--- src/lcdseq_pkg.sv ---
// types and constants of the character lcd nibble sequencer
package lcdseq_pkg;

  localparam int NUM_INIT_CMDS = 5;
  localparam logic [2:0] PHASE_CHARS = 3'd5;

  // opcodes of a request
  localparam logic OP_TICK  = 1'b0;
  localparam logic OP_WRITE = 1'b1;

  // request status codes
  localparam logic [1:0] STATUS_ACCEPTED = 2'd0;
  localparam logic [1:0] STATUS_REFUSED  = 2'd1;
  localparam logic [1:0] STATUS_TICK     = 2'd2;

  // register indexes
  localparam logic [2:0] REG_HOME         = 3'd0;
  localparam logic [2:0] REG_FUNCTION_SET = 3'd1;
  localparam logic [2:0] REG_DISPLAY_ON   = 3'd2;
  localparam logic [2:0] REG_CLEAR        = 3'd3;
  localparam logic [2:0] REG_ENTRY_MODE   = 3'd4;
  localparam logic [2:0] REG_SETTLE       = 3'd5;

  // register reset values
  localparam logic [7:0] RST_HOME         = 8'd2;
  localparam logic [7:0] RST_FUNCTION_SET = 8'd40;
  localparam logic [7:0] RST_DISPLAY_ON   = 8'd12;
  localparam logic [7:0] RST_CLEAR        = 8'd1;
  localparam logic [7:0] RST_ENTRY_MODE   = 8'd6;
  localparam logic [7:0] RST_SETTLE       = 8'd2;

  typedef enum logic [4:0] {
    SUB_HI     = 5'b00001,
    SUB_HI_OFF = 5'b00010,
    SUB_LO     = 5'b00100,
    SUB_LO_OFF = 5'b01000,
    SUB_WAIT   = 5'b10000
  } sub_step_t;

  typedef struct packed {
    logic [NUM_INIT_CMDS-1:0][7:0] cmds;
    logic [7:0]                    settle_ticks;
  } cfg_t;

  typedef struct packed {
    logic [3:0] bus_nibble;
    logic       reg_select;
    logic       e_strobe;
    logic       ready_res;
    logic       request_free;
    logic [1:0] request_status;
  } res_t;

endpackage

--- src/lcdseq_if.sv ---
// request and result channel interfaces
interface lcdseq_req_if;
  logic       valid;
  logic       ready;
  logic       opcode;
  logic [7:0] char_code;

  modport source (output valid, output opcode, output char_code, input ready);
  modport sink (input valid, input opcode, input char_code, output ready);
endinterface

interface lcdseq_res_if;
  logic       valid;
  logic       ready;
  logic [3:0] bus_nibble;
  logic       reg_select;
  logic       e_strobe;
  logic       ready_res;
  logic       request_free;
  logic [1:0] request_status;

  modport source (
    output valid, output bus_nibble, output reg_select, output e_strobe,
    output ready_res, output request_free, output request_status, input ready
  );
  modport sink (
    input valid, input bus_nibble, input reg_select, input e_strobe,
    input ready_res, input request_free, input request_status, output ready
  );
endinterface

--- src/lcdseq_cfg.sv ---
// apb register file: init commands and settle time
module lcdseq_cfg (
  input  logic                clk,
  input  logic                rst,
  input  logic                psel,
  input  logic                penable,
  input  logic                pwrite,
  input  logic [4:0]          paddr,
  input  logic [31:0]         pwdata,
  output logic [31:0]         prdata,
  output logic                pready,
  output lcdseq_pkg::cfg_t    cfg
);

  logic       wr_en;
  logic [2:0] reg_idx;

  assign pready  = 1'b1;
  assign reg_idx = paddr[4:2];
  assign wr_en   = psel && penable && pwrite;

  always_ff @(posedge clk) begin
    if (rst) begin
      cfg.cmds[0]      <= lcdseq_pkg::RST_HOME;
      cfg.cmds[1]      <= lcdseq_pkg::RST_FUNCTION_SET;
      cfg.cmds[2]      <= lcdseq_pkg::RST_DISPLAY_ON;
      cfg.cmds[3]      <= lcdseq_pkg::RST_CLEAR;
      cfg.cmds[4]      <= lcdseq_pkg::RST_ENTRY_MODE;
      cfg.settle_ticks <= lcdseq_pkg::RST_SETTLE;
    end else if (wr_en) begin
      unique case (reg_idx)
        lcdseq_pkg::REG_HOME:         cfg.cmds[0]      <= pwdata[7:0];
        lcdseq_pkg::REG_FUNCTION_SET: cfg.cmds[1]      <= pwdata[7:0];
        lcdseq_pkg::REG_DISPLAY_ON:   cfg.cmds[2]      <= pwdata[7:0];
        lcdseq_pkg::REG_CLEAR:        cfg.cmds[3]      <= pwdata[7:0];
        lcdseq_pkg::REG_ENTRY_MODE:   cfg.cmds[4]      <= pwdata[7:0];
        lcdseq_pkg::REG_SETTLE:       cfg.settle_ticks <= pwdata[7:0];
        default: ;
      endcase
    end
  end

  always_comb begin
    prdata = 32'd0;
    unique case (reg_idx)
      lcdseq_pkg::REG_HOME:         prdata = {24'd0, cfg.cmds[0]};
      lcdseq_pkg::REG_FUNCTION_SET: prdata = {24'd0, cfg.cmds[1]};
      lcdseq_pkg::REG_DISPLAY_ON:   prdata = {24'd0, cfg.cmds[2]};
      lcdseq_pkg::REG_CLEAR:        prdata = {24'd0, cfg.cmds[3]};
      lcdseq_pkg::REG_ENTRY_MODE:   prdata = {24'd0, cfg.cmds[4]};
      lcdseq_pkg::REG_SETTLE:       prdata = {24'd0, cfg.settle_ticks};
      default:                      prdata = 32'd0;
    endcase
  end

endmodule

--- src/lcdseq_seq.sv ---
// sequencer state and its single-step update for one request
module lcdseq_seq (
  input  logic              clk,
  input  logic              rst,
  input  lcdseq_pkg::cfg_t  cfg,
  input  logic              step,
  input  logic              opcode,
  input  logic [7:0]        char_code,
  output lcdseq_pkg::res_t  result
);

  logic [2:0]              phase, phase_next;
  lcdseq_pkg::sub_step_t   sub_step, sub_step_next;
  logic [7:0]              wait_count, wait_count_next;
  logic                    pending, pending_next;
  logic [7:0]              held_char, held_char_next;
  logic                    init_done, init_done_next;
  logic [3:0]              pin_nibble, pin_nibble_next;
  logic                    pin_rs, pin_rs_next;
  logic                    pin_e, pin_e_next;
  logic [1:0]              status;
  logic                    in_init;
  logic                    byte_done;
  logic [7:0]              cur_byte;

  assign in_init = phase < lcdseq_pkg::PHASE_CHARS;

  always_comb begin
    case (phase)
      3'd0:    cur_byte = cfg.cmds[0];
      3'd1:    cur_byte = cfg.cmds[1];
      3'd2:    cur_byte = cfg.cmds[2];
      3'd3:    cur_byte = cfg.cmds[3];
      3'd4:    cur_byte = cfg.cmds[4];
      default: cur_byte = held_char;
    endcase
  end

  always_comb begin
    phase_next      = phase;
    sub_step_next   = sub_step;
    wait_count_next = wait_count;
    pending_next    = pending;
    held_char_next  = held_char;
    init_done_next  = init_done;
    pin_nibble_next = pin_nibble;
    pin_rs_next     = pin_rs;
    pin_e_next      = pin_e;
    status          = lcdseq_pkg::STATUS_TICK;
    byte_done       = 1'b0;

    if (opcode == lcdseq_pkg::OP_WRITE) begin
      if (init_done && !pending) begin
        pending_next   = 1'b1;
        held_char_next = char_code;
        status         = lcdseq_pkg::STATUS_ACCEPTED;
      end else begin
        status = lcdseq_pkg::STATUS_REFUSED;
      end
    end else if (in_init || pending) begin
      unique case (sub_step)
        lcdseq_pkg::SUB_HI: begin
          pin_nibble_next = cur_byte[7:4];
          pin_rs_next     = !in_init;
          pin_e_next      = 1'b1;
          sub_step_next   = lcdseq_pkg::SUB_HI_OFF;
        end
        lcdseq_pkg::SUB_HI_OFF: begin
          pin_e_next    = 1'b0;
          sub_step_next = lcdseq_pkg::SUB_LO;
        end
        lcdseq_pkg::SUB_LO: begin
          pin_nibble_next = cur_byte[3:0];
          pin_rs_next     = !in_init;
          pin_e_next      = 1'b1;
          sub_step_next   = lcdseq_pkg::SUB_LO_OFF;
        end
        lcdseq_pkg::SUB_LO_OFF: begin
          pin_e_next    = 1'b0;
          sub_step_next = lcdseq_pkg::SUB_WAIT;
        end
        lcdseq_pkg::SUB_WAIT: begin
          // counter wraps when settle is zero or was lowered mid-wait
          wait_count_next = wait_count + 8'd1;
          if (wait_count_next == cfg.settle_ticks) begin
            wait_count_next = 8'd0;
            sub_step_next   = lcdseq_pkg::SUB_HI;
            byte_done       = 1'b1;
          end
        end
        default: sub_step_next = lcdseq_pkg::SUB_HI;
      endcase

      if (byte_done) begin
        if (in_init) begin
          phase_next = phase + 3'd1;
          if (phase_next == lcdseq_pkg::PHASE_CHARS) begin
            init_done_next = 1'b1;
          end
        end else begin
          pending_next = 1'b0;
        end
      end
    end
  end

  always_ff @(posedge clk) begin
    if (rst) begin
      phase      <= 3'd0;
      sub_step   <= lcdseq_pkg::SUB_HI;
      wait_count <= 8'd0;
      pending    <= 1'b0;
      held_char  <= 8'd0;
      init_done  <= 1'b0;
      pin_nibble <= 4'd0;
      pin_rs     <= 1'b0;
      pin_e      <= 1'b0;
    end else if (step) begin
      phase      <= phase_next;
      sub_step   <= sub_step_next;
      wait_count <= wait_count_next;
      pending    <= pending_next;
      held_char  <= held_char_next;
      init_done  <= init_done_next;
      pin_nibble <= pin_nibble_next;
      pin_rs     <= pin_rs_next;
      pin_e      <= pin_e_next;
    end
  end

  assign result.bus_nibble     = pin_nibble_next;
  assign result.reg_select     = pin_rs_next;
  assign result.e_strobe       = pin_e_next;
  assign result.ready_res      = init_done_next;
  assign result.request_free   = !pending_next;
  assign result.request_status = status;

endmodule

--- src/char_lcd_nibble_sequencer.sv ---
// Character LCD sequencer for a 4-bit bus, driven one tick or write request at a time.
// Request channel (cmd): opcode 0 is a tick, opcode 1 asks to write char_code.
// Result channel (res): one result per request with the pin levels after the
// update, init status, whether a write is pending and the request status.
// Configuration: APB registers for the five init commands and settle time; the user
// must write them only while no request is in flight; the block does not enforce this.
// Accepted requests enter the input register; results leave from the result register.
// Throughput: one request per cycle unless the result side stalls; the state update
// is one short combinational step between the input register and the result register.
// A stalled result register holds its value; the input register still takes one
// more request, and cmd.ready drops only while both registers are full.
// Reset: empties both registers, restores the register defaults and restarts
// the init command sequence from the first command.
module char_lcd_nibble_sequencer (
  input  logic                clk,
  input  logic                rst,
  lcdseq_req_if.sink          cmd,
  lcdseq_res_if.source        res,
  input  logic                psel,
  input  logic                penable,
  input  logic                pwrite,
  input  logic [4:0]          paddr,
  input  logic [31:0]         pwdata,
  output logic [31:0]         prdata,
  output logic                pready
);

  lcdseq_pkg::cfg_t cfg;
  lcdseq_pkg::res_t step_result;
  lcdseq_pkg::res_t out_data;

  logic       in_valid;
  logic       in_opcode;
  logic [7:0] in_char;
  logic       out_valid;
  logic       advance;

  assign advance   = in_valid && (!out_valid || res.ready);
  assign cmd.ready = !in_valid || advance;

  lcdseq_cfg u_cfg (
    .clk     (clk),
    .rst     (rst),
    .psel    (psel),
    .penable (penable),
    .pwrite  (pwrite),
    .paddr   (paddr),
    .pwdata  (pwdata),
    .prdata  (prdata),
    .pready  (pready),
    .cfg     (cfg)
  );

  lcdseq_seq u_seq (
    .clk       (clk),
    .rst       (rst),
    .cfg       (cfg),
    .step      (advance),
    .opcode    (in_opcode),
    .char_code (in_char),
    .result    (step_result)
  );

  always_ff @(posedge clk) begin
    if (rst) begin
      in_valid <= 1'b0;
    end else if (cmd.ready) begin
      in_valid <= cmd.valid;
    end
  end

  always_ff @(posedge clk) begin
    if (cmd.valid && cmd.ready) begin
      in_opcode <= cmd.opcode;
      in_char   <= cmd.char_code;
    end
  end

  always_ff @(posedge clk) begin
    if (rst) begin
      out_valid <= 1'b0;
    end else if (advance) begin
      out_valid <= 1'b1;
    end else if (res.ready) begin
      out_valid <= 1'b0;
    end
  end

  always_ff @(posedge clk) begin
    if (advance) begin
      out_data <= step_result;
    end
  end

  assign res.valid          = out_valid;
  assign res.bus_nibble     = out_data.bus_nibble;
  assign res.reg_select     = out_data.reg_select;
  assign res.e_strobe       = out_data.e_strobe;
  assign res.ready_res      = out_data.ready_res;
  assign res.request_free   = out_data.request_free;
  assign res.request_status = out_data.request_status;

endmodule

--- src/flat_wrapper.sv ---
// flat-port wrapper written by rule: the top's interface ports become plain ports
module char_lcd_nibble_sequencer_flat 
  (clk, rst, psel, penable, pwrite, paddr, pwdata, prdata, pready, cmd_valid, cmd_opcode, cmd_char_code, cmd_ready, res_valid, res_bus_nibble, res_reg_select, res_e_strobe, res_ready_res, res_request_free, res_request_status, res_ready);
  lcdseq_req_if cmd_i ();
  lcdseq_res_if res_i ();
  input  logic clk;
  input  logic rst;
  input  logic psel;
  input  logic penable;
  input  logic pwrite;
  input  logic [4:0] paddr;
  input  logic [31:0] pwdata;
  output logic [31:0] prdata;
  output logic pready;
  input wire logic [$bits(cmd_i.valid)-1:0] cmd_valid;
  input wire logic [$bits(cmd_i.opcode)-1:0] cmd_opcode;
  input wire logic [$bits(cmd_i.char_code)-1:0] cmd_char_code;
  output wire logic [$bits(cmd_i.ready)-1:0] cmd_ready;
  output wire logic [$bits(res_i.valid)-1:0] res_valid;
  output wire logic [$bits(res_i.bus_nibble)-1:0] res_bus_nibble;
  output wire logic [$bits(res_i.reg_select)-1:0] res_reg_select;
  output wire logic [$bits(res_i.e_strobe)-1:0] res_e_strobe;
  output wire logic [$bits(res_i.ready_res)-1:0] res_ready_res;
  output wire logic [$bits(res_i.request_free)-1:0] res_request_free;
  output wire logic [$bits(res_i.request_status)-1:0] res_request_status;
  input wire logic [$bits(res_i.ready)-1:0] res_ready;
  assign cmd_i.valid = cmd_valid;
  assign cmd_i.opcode = cmd_opcode;
  assign cmd_i.char_code = cmd_char_code;
  assign cmd_ready = cmd_i.ready;
  assign res_valid = res_i.valid;
  assign res_bus_nibble = res_i.bus_nibble;
  assign res_reg_select = res_i.reg_select;
  assign res_e_strobe = res_i.e_strobe;
  assign res_ready_res = res_i.ready_res;
  assign res_request_free = res_i.request_free;
  assign res_request_status = res_i.request_status;
  assign res_i.ready = res_ready;
  char_lcd_nibble_sequencer u_core (.clk(clk), .rst(rst), .cmd(cmd_i), .res(res_i), .psel(psel), .penable(penable), .pwrite(pwrite), .paddr(paddr), .pwdata(pwdata), .prdata(prdata), .pready(pready));
endmodule
--- config.mk ---
export PLATFORM = sky130hd
export DESIGN_NAME = char_lcd_nibble_sequencer_flat
export DESIGN_NICKNAME = d
export VERILOG_FILES = /design/src/lcdseq_pkg.sv /design/src/lcdseq_if.sv /design/src/lcdseq_cfg.sv /design/src/lcdseq_seq.sv /design/src/char_lcd_nibble_sequencer.sv /design/src/flat_wrapper.sv
export SDC_FILE = /design/constraint.sdc
export NUM_CORES = 1
export LEC_CHECK = 0
export BUFFER_PORTS_ARGS = -buffer_cell sky130_fd_sc_hd__clkbuf_2
export CAP_MARGIN = 0
export CORE_AREA = 2 2 108 110
export DETAILED_ROUTE_END_ITERATION = 16
export DIE_AREA = 0 0 110 112
export PLACE_DENSITY = 0.72
export SYNTH_ARGS = -nofsm -noshare
export SYNTH_HDL_FRONTEND = slang
export SYNTH_HIERARCHICAL = 1
export SYNTH_SLANG_ARGS = --single-unit
--- constraint.sdc ---
create_clock -name clk -period 3.2 [get_ports clk]
set_input_delay 0.8 -clock clk [delete_from_list [all_inputs] [get_ports clk]]
set_output_delay 0.8 -clock clk [all_outputs]
set_load 0.05 [all_outputs]
# Word-level counts from Yosys, hierarchy flattened
# Cells that the tools add are included.
totals:
  ram_bits: 0
  wordCells: 105
  memories: 0
  reg_bits: 101
  rom_bits: 0
  latchBits: 0
  inputBits: 53
  out_inout_bits: 45
op_classes:
  n_lt_le_gt_ge: 1
  n_addsub: 2
  n_div: 0
  bitwise_logic: 1
  n_eq_ne: 17
  n_shift: 0
  multipliers: 0
  mux: 31
  reduce_logical: 28
ops:
  columns: ["cell", "n"]
  rows:
  - ["case mux 8 bit (6 select lines)", 1]
  - ["case mux 8 bit (5 select lines)", 1]
  - ["case mux 5 bit (5 select lines)", 1]
  - ["2-to-1 mux 1 bit", 22]
  - ["== test 3 x 2 -> 1 bit (second input constant)", 4]
  - ["== test 3 bit (second input constant)", 4]
  - ["AND reduction 2 bit", 6]
  - ["adder 8 x 1 -> 8 bit (second input constant)", 1]
  - ["== test 8 bit", 1]
  - ["2-to-1 mux 4 bit", 2]
  - ["2-to-1 mux 8 bit", 1]
  - ["case mux 4 bit (2 select lines)", 1]
  - ["AND reduction 4 bit", 2]
  - ["== test 3 x 1 -> 1 bit (second input constant)", 2]
  - ["logical NOT 3 bit", 2]
  - ["== test 5 x 1 -> 1 bit (second input constant)", 1]
  - ["== test 5 x 2 -> 1 bit (second input constant)", 1]
  - ["== test 5 x 3 -> 1 bit (second input constant)", 1]
  - ["== test 5 x 4 -> 1 bit (second input constant)", 1]
  - ["== test 5 bit (second input constant)", 1]
  - ["logical AND 1 bit", 5]
  - ["logical NOT 1 bit", 5]
  - ["2-to-1 mux 5 bit", 1]
  - ["AND reduction 5 bit", 1]
  - ["9 further kinds", 12]

# Longest topological paths before layout
logic_depth:
  word_depth: 10
  mapped_depth: 10
  ltp_nobuf: 8

# Modules after synthesis
# Netlist, hierarchy kept.
by_module_without_submodules:
  columns: ["mod", "seq_area_each_um2", "n_inst", "area_per_inst_um2", "cells_each"]
  rows:
  - ["lcdseq_cfg", 960.9, 1, 2551.2, 260]
  - ["lcdseq_seq", 640.6, 1, 2268.4, 299]
  - ["char_lcd_nibble_sequencer", 610.6, 1, 674.4, 29]

# Least setup slack after synthesis
# Ideal clock, no wire load.
synth_timing:
  path_type: "in2out"
  start: "input paddr[2]"
  end: "output prdata[4]"
  t_required_ps: 2400
  t_arrival_ps: 2295
  stages: 4
  n_path_buf: 1
  slack_ps: 105
  path_cell_list: "buf_4 > mux2i_1 > a2bb2oi_1 > o21ai_0"
synth_between:
  elab_chain_cells: 2
  word_cells_on_any_way: 7
  classes_between: "eq/ne (5); mux (1); reduce/logical (1)"
synth_rtl:
  columns: ["item", "line_no", "rtl"]
  rows:
  - ["from (decl)", "flat_wrapper.sv:11", "input logic [4:0] paddr;"]
  - ["== test 3 bit, or another cell as far along", "lcdseq_cfg.sv:45", "unique case (reg_idx)"]
  - ["case mux 8 bit (6 select lines) *", "lcdseq_cfg.sv:45", null]
  - ["to (decl)", "flat_wrapper.sv:13", "output logic [31:0] prdata;"]
# Every way passes the cells marked *; elsewhere a longest branch is shown, timed or not.

# Worst setup path in the final report
layout_timing:
  start: "input paddr[3]"
  end: "output prdata[2]"
# The elaborated chain is that of the path after synthesis.

==> out/qor.csv <==
metric,value,unit
synth_area_leaders,"dfxtp_1 30%, edfxtp_1 10%, mux2i_1 8.6%",
ys.flop_type,dfxtp_1,
slew_headroom,47.81,%
syn_inst,588,
clockPowerShare,39.4,%
setup_viol,0,
leakagePower,2.462,nW
syn_area,5494,um2
r2r_cells,7,
worst_skew_pair.late_latency,350,ps
synth-edff-count,19,
wl,12.47,mm
diodes,0,
crit_end,prdata[2],
slew_violations,0,
cp-start-kind,primary input,
yosysTopAreaCellShare,29.88,%
cts_tree,built,
die_x,110,um
rows,39,
cts.sinks,101,
dieHeight,112,um
drive_gt1_share,17.31,%
grt_pass1_wl,20.17,mm
slowest_stage,clkbuf_2,
path_class,in -> out,
hp-class,reg -> reg,
synth.largest_area_cell,dfxtp_1,
synth.avg_cell_area,9.344,um2
die-area,12320,um2
setup_tns,0,ps
dp_hpwl,8.590,mm
io_buffer_count,46,
placed_cells,745,
cts_buffers,9,
maxCapViolCount,0,
fmax,336.7,MHz
cts_setup_buffers,0,
coreArea,11170,um2
crit_fanout,10,
final_util,53.61,%
cts_buffer_depth,2,
ys_ff_latch,101,
clockRootBuffer,clkbuf_16,
switching_share,27.66,%
drt_first_pass_iters,5,
hold_viol,0,
detail-route-antenna-nets,0,
multi_input_area,2922,um2
h-tree-depth,3,
synthArstFlopShare,0,%
syn_to_final_growth,9.041,%
vias_per_cell,5.809,
p_int,1.948,mW
yosysSeqAreaShare,40.26,%
grt_antenna_before_repair,0,
vdd_drop_max,0.0003275,V
clock_skew,8.347,ps
reg2reg_to,u_core/u_seq/phase[0]$_SDFFE_PP0P_,
grt_overflow,0,
grt_pass1_vias,4118,
crit_path_end_kind,output port,
grt_usage,20.73,%
grt_max_degree,98,
yosys_warnings,6,
nNetsFinal,672,
cp.required,2400,ps
combPwrFrac,10.7,%
r2r_slack,350,ps
fin_cells,761,
netSwitchingPower,0.7447,mW
cts_hold_buf,0,
fillers,1032,
via_count,4421,
drcViolationCount,0,
status,"finished, final reports clean",
worstPathArrival,2170,ps
r2r-start,u_core/u_seq/wait_count[0]$_SDFFE_PP0P_,
regArea,2212,um2
post_drt_wl_per_cell,16.39,um
dr.first_iter.drc_count,422,
crit_path_cell_trace,clkbuf_2 -> buf_4 -> nor2b_1 -> a32oi_1 -> o21ai_0 -> clkbuf_2,
cts_resized,0,
power_density,449.4,nW/um2
crit_start,paddr[3],
place.gp.congestion,0.8412,
io_pins,98,
crit_top_cell,clkbuf_2,
critPathMaxStageDelay,340,ps
p_seq_share,49.8,%
period_needed,2970,ps
clkTransAtPathRegs,70,ps
worst_pin_slew,782.8,ps
rsz0062_at_grt,false,
timing.final.crit_share,92.81,%
start_util,49.17,%
ys_types,67,
kinds of logic after synthesis:
kind of cell | Yosys count | synth area share, %
adder cells (fa/ha/maj) | 6 | 1.366
AND/OR/NAND/NOR | 186 | 19.52
flip-flops | 101 | 40.26
AO/OA/AOI/OAI | 140 | 17.15
other | 2 | 0.1367
buffers and inverters | 81 | 8.130
multiplexers | 62 | 11.84
XOR/XNOR | 10 | 1.594
synth_stat cells, drive strengths merged (6+ instances only):
cell type and number:
buf 43, edfxtp 19, nand2 43, and2 6, nand3 11, o21ai 38
dfxtp 82, nor2b 12, nand2b 44, clkbuf 24, ha 6, inv 14
a32oi 12, mux2i 47, a211oi 9, nor3 7, mux2 14, nor2 38
a222oi 8, a21oi 31, a22oi 12
routing by layer:
layer / vias to the layer above / GRT usage [%] / wire [um]
met1: 2098 / 26.95 / 5363
li1: 2119 / - / -
met5: - / 0 / 0
met3: 39 / 2.459 / 578
met4: 0 / 10.72 / 490
met2: 165 / 33.50 / 6039
worst min path at each step:
stage / startpoint / endpoint / slack [ps] / cells after the start
global placement: u_core/u_seq/held_char[1]$_SDFFE_PP0P_ / u_core/u_seq/held_char[1]$_SDFFE_PP0P_ / 440 / 2
global route: u_core/u_seq/held_char[0]$_SDFFE_PP0P_ / u_core/u_seq/held_char[0]$_SDFFE_PP0P_ / 490 / 2
floorplan: u_core/u_seq/held_char[0]$_SDFFE_PP0P_ / u_core/u_seq/held_char[0]$_SDFFE_PP0P_ / 440 / 2
CTS: u_core/u_seq/held_char[7]$_SDFFE_PP0P_ / u_core/u_seq/held_char[7]$_SDFFE_PP0P_ / 460 / 2
finish: u_core/u_seq/held_char[7]$_SDFFE_PP0P_ / u_core/u_seq/held_char[7]$_SDFFE_PP0P_ / 460 / 2
detailed placement: u_core/u_seq/held_char[7]$_SDFFE_PP0P_ / u_core/u_seq/held_char[7]$_SDFFE_PP0P_ / 450 / 2
registers in the layout, summed over array words and instances (netlist names), 2 cells and up, named ones only:
| register | cells |
|---|---|
| u_core/u_cfg/cfg | 48 |
| u_core/in_char | 8 |
| u_core/u_seq/held_char | 8 |
| u_core/u_seq/wait_count | 8 |
| u_core/u_seq/sub_step | 5 |
| u_core/res.bus_nibble | 4 |
| u_core/u_seq/pin_nibble | 4 |
| u_core/u_seq/phase | 3 |
| u_core/res.request_status | 2 |
cell usage in the layout, fill, tap and decap left out, types with 3 or more instances in the layout:
| master | instances |
|---|---|
| a31oi_1 | 3 |
| inv_1 | 14 |
| xor2_1 | 5 |
| nor2b_1 | 12 |
| nand2_1 | 40 |
| nand4_1 | 3 |
| ha_1 | 6 |
| nor3_1 | 6 |
| clkbuf_2 | 46 |
| nand2b_1 | 44 |
| o211ai_1 | 5 |
| a2bb2oi_1 | 4 |
| mux2i_1 | 47 |
| inv_6 | 3 |
| a22oi_1 | 12 |
| nand2_2 | 3 |
| and2_1 | 4 |
| a32oi_1 | 12 |
| a222oi_1 | 8 |
| clkbuf_16 | 9 |
| o21ai_0 | 37 |
| mux2_2 | 14 |
| buf_4 | 11 |
| a211oi_1 | 9 |
| edfxtp_1 | 19 |
| xnor2_1 | 5 |
| o22ai_1 | 5 |
| nand3_1 | 11 |
| nor2_1 | 36 |
| dfxtp_1 | 82 |
| a221oi_1 | 4 |
| conb_1 | 25 |
| a21oi_1 | 30 |
worst max-delay path, delay by kind of cell:
family	cells	cell delay, ps
buffers and inverters	3	790
AO/OA/AOI/OAI	2	250
AND/OR/NAND/NOR	1	320
cell type report:
cell class                      instances  area share, %
Tap cell                              143          2.987
Sequential cell                       101          36.93
Clock buffer                            9          3.759
Multi-Input combinational cell        429          48.77
Clock inverter                          7          1.128
Inverter                               14         0.8772
Timing Repair Buffer                   58          5.556
power groups by stage:
stage,registers [mW],clock network [mW],logic [mW]
2_1_floorplan,1.38,0,0.232
6_report,1.34,1.06,0.289
3_5_place_dp,1.37,0,0.287
5_1_grt,1.34,1.12,0.309
4_1_cts,1.34,1.08,0.287
3_3_place_gp,1.37,0,0.282
per-stage QoR:
stage	setup slack [ps]	hold slack, ps	cell area, um2	total power [mW]
after detailed placement	248.9	451.3	5698	1.658
after global placement	275.5	444.2	5698	1.651
final	229.9	459.9	5991	2.692
after floorplan	104.7	436.1	5580	1.616
after CTS	275.0	461.6	5991	2.708
after global routing	130.2	492.4	5991	2.778
Power figures use the tool's default switching activity.
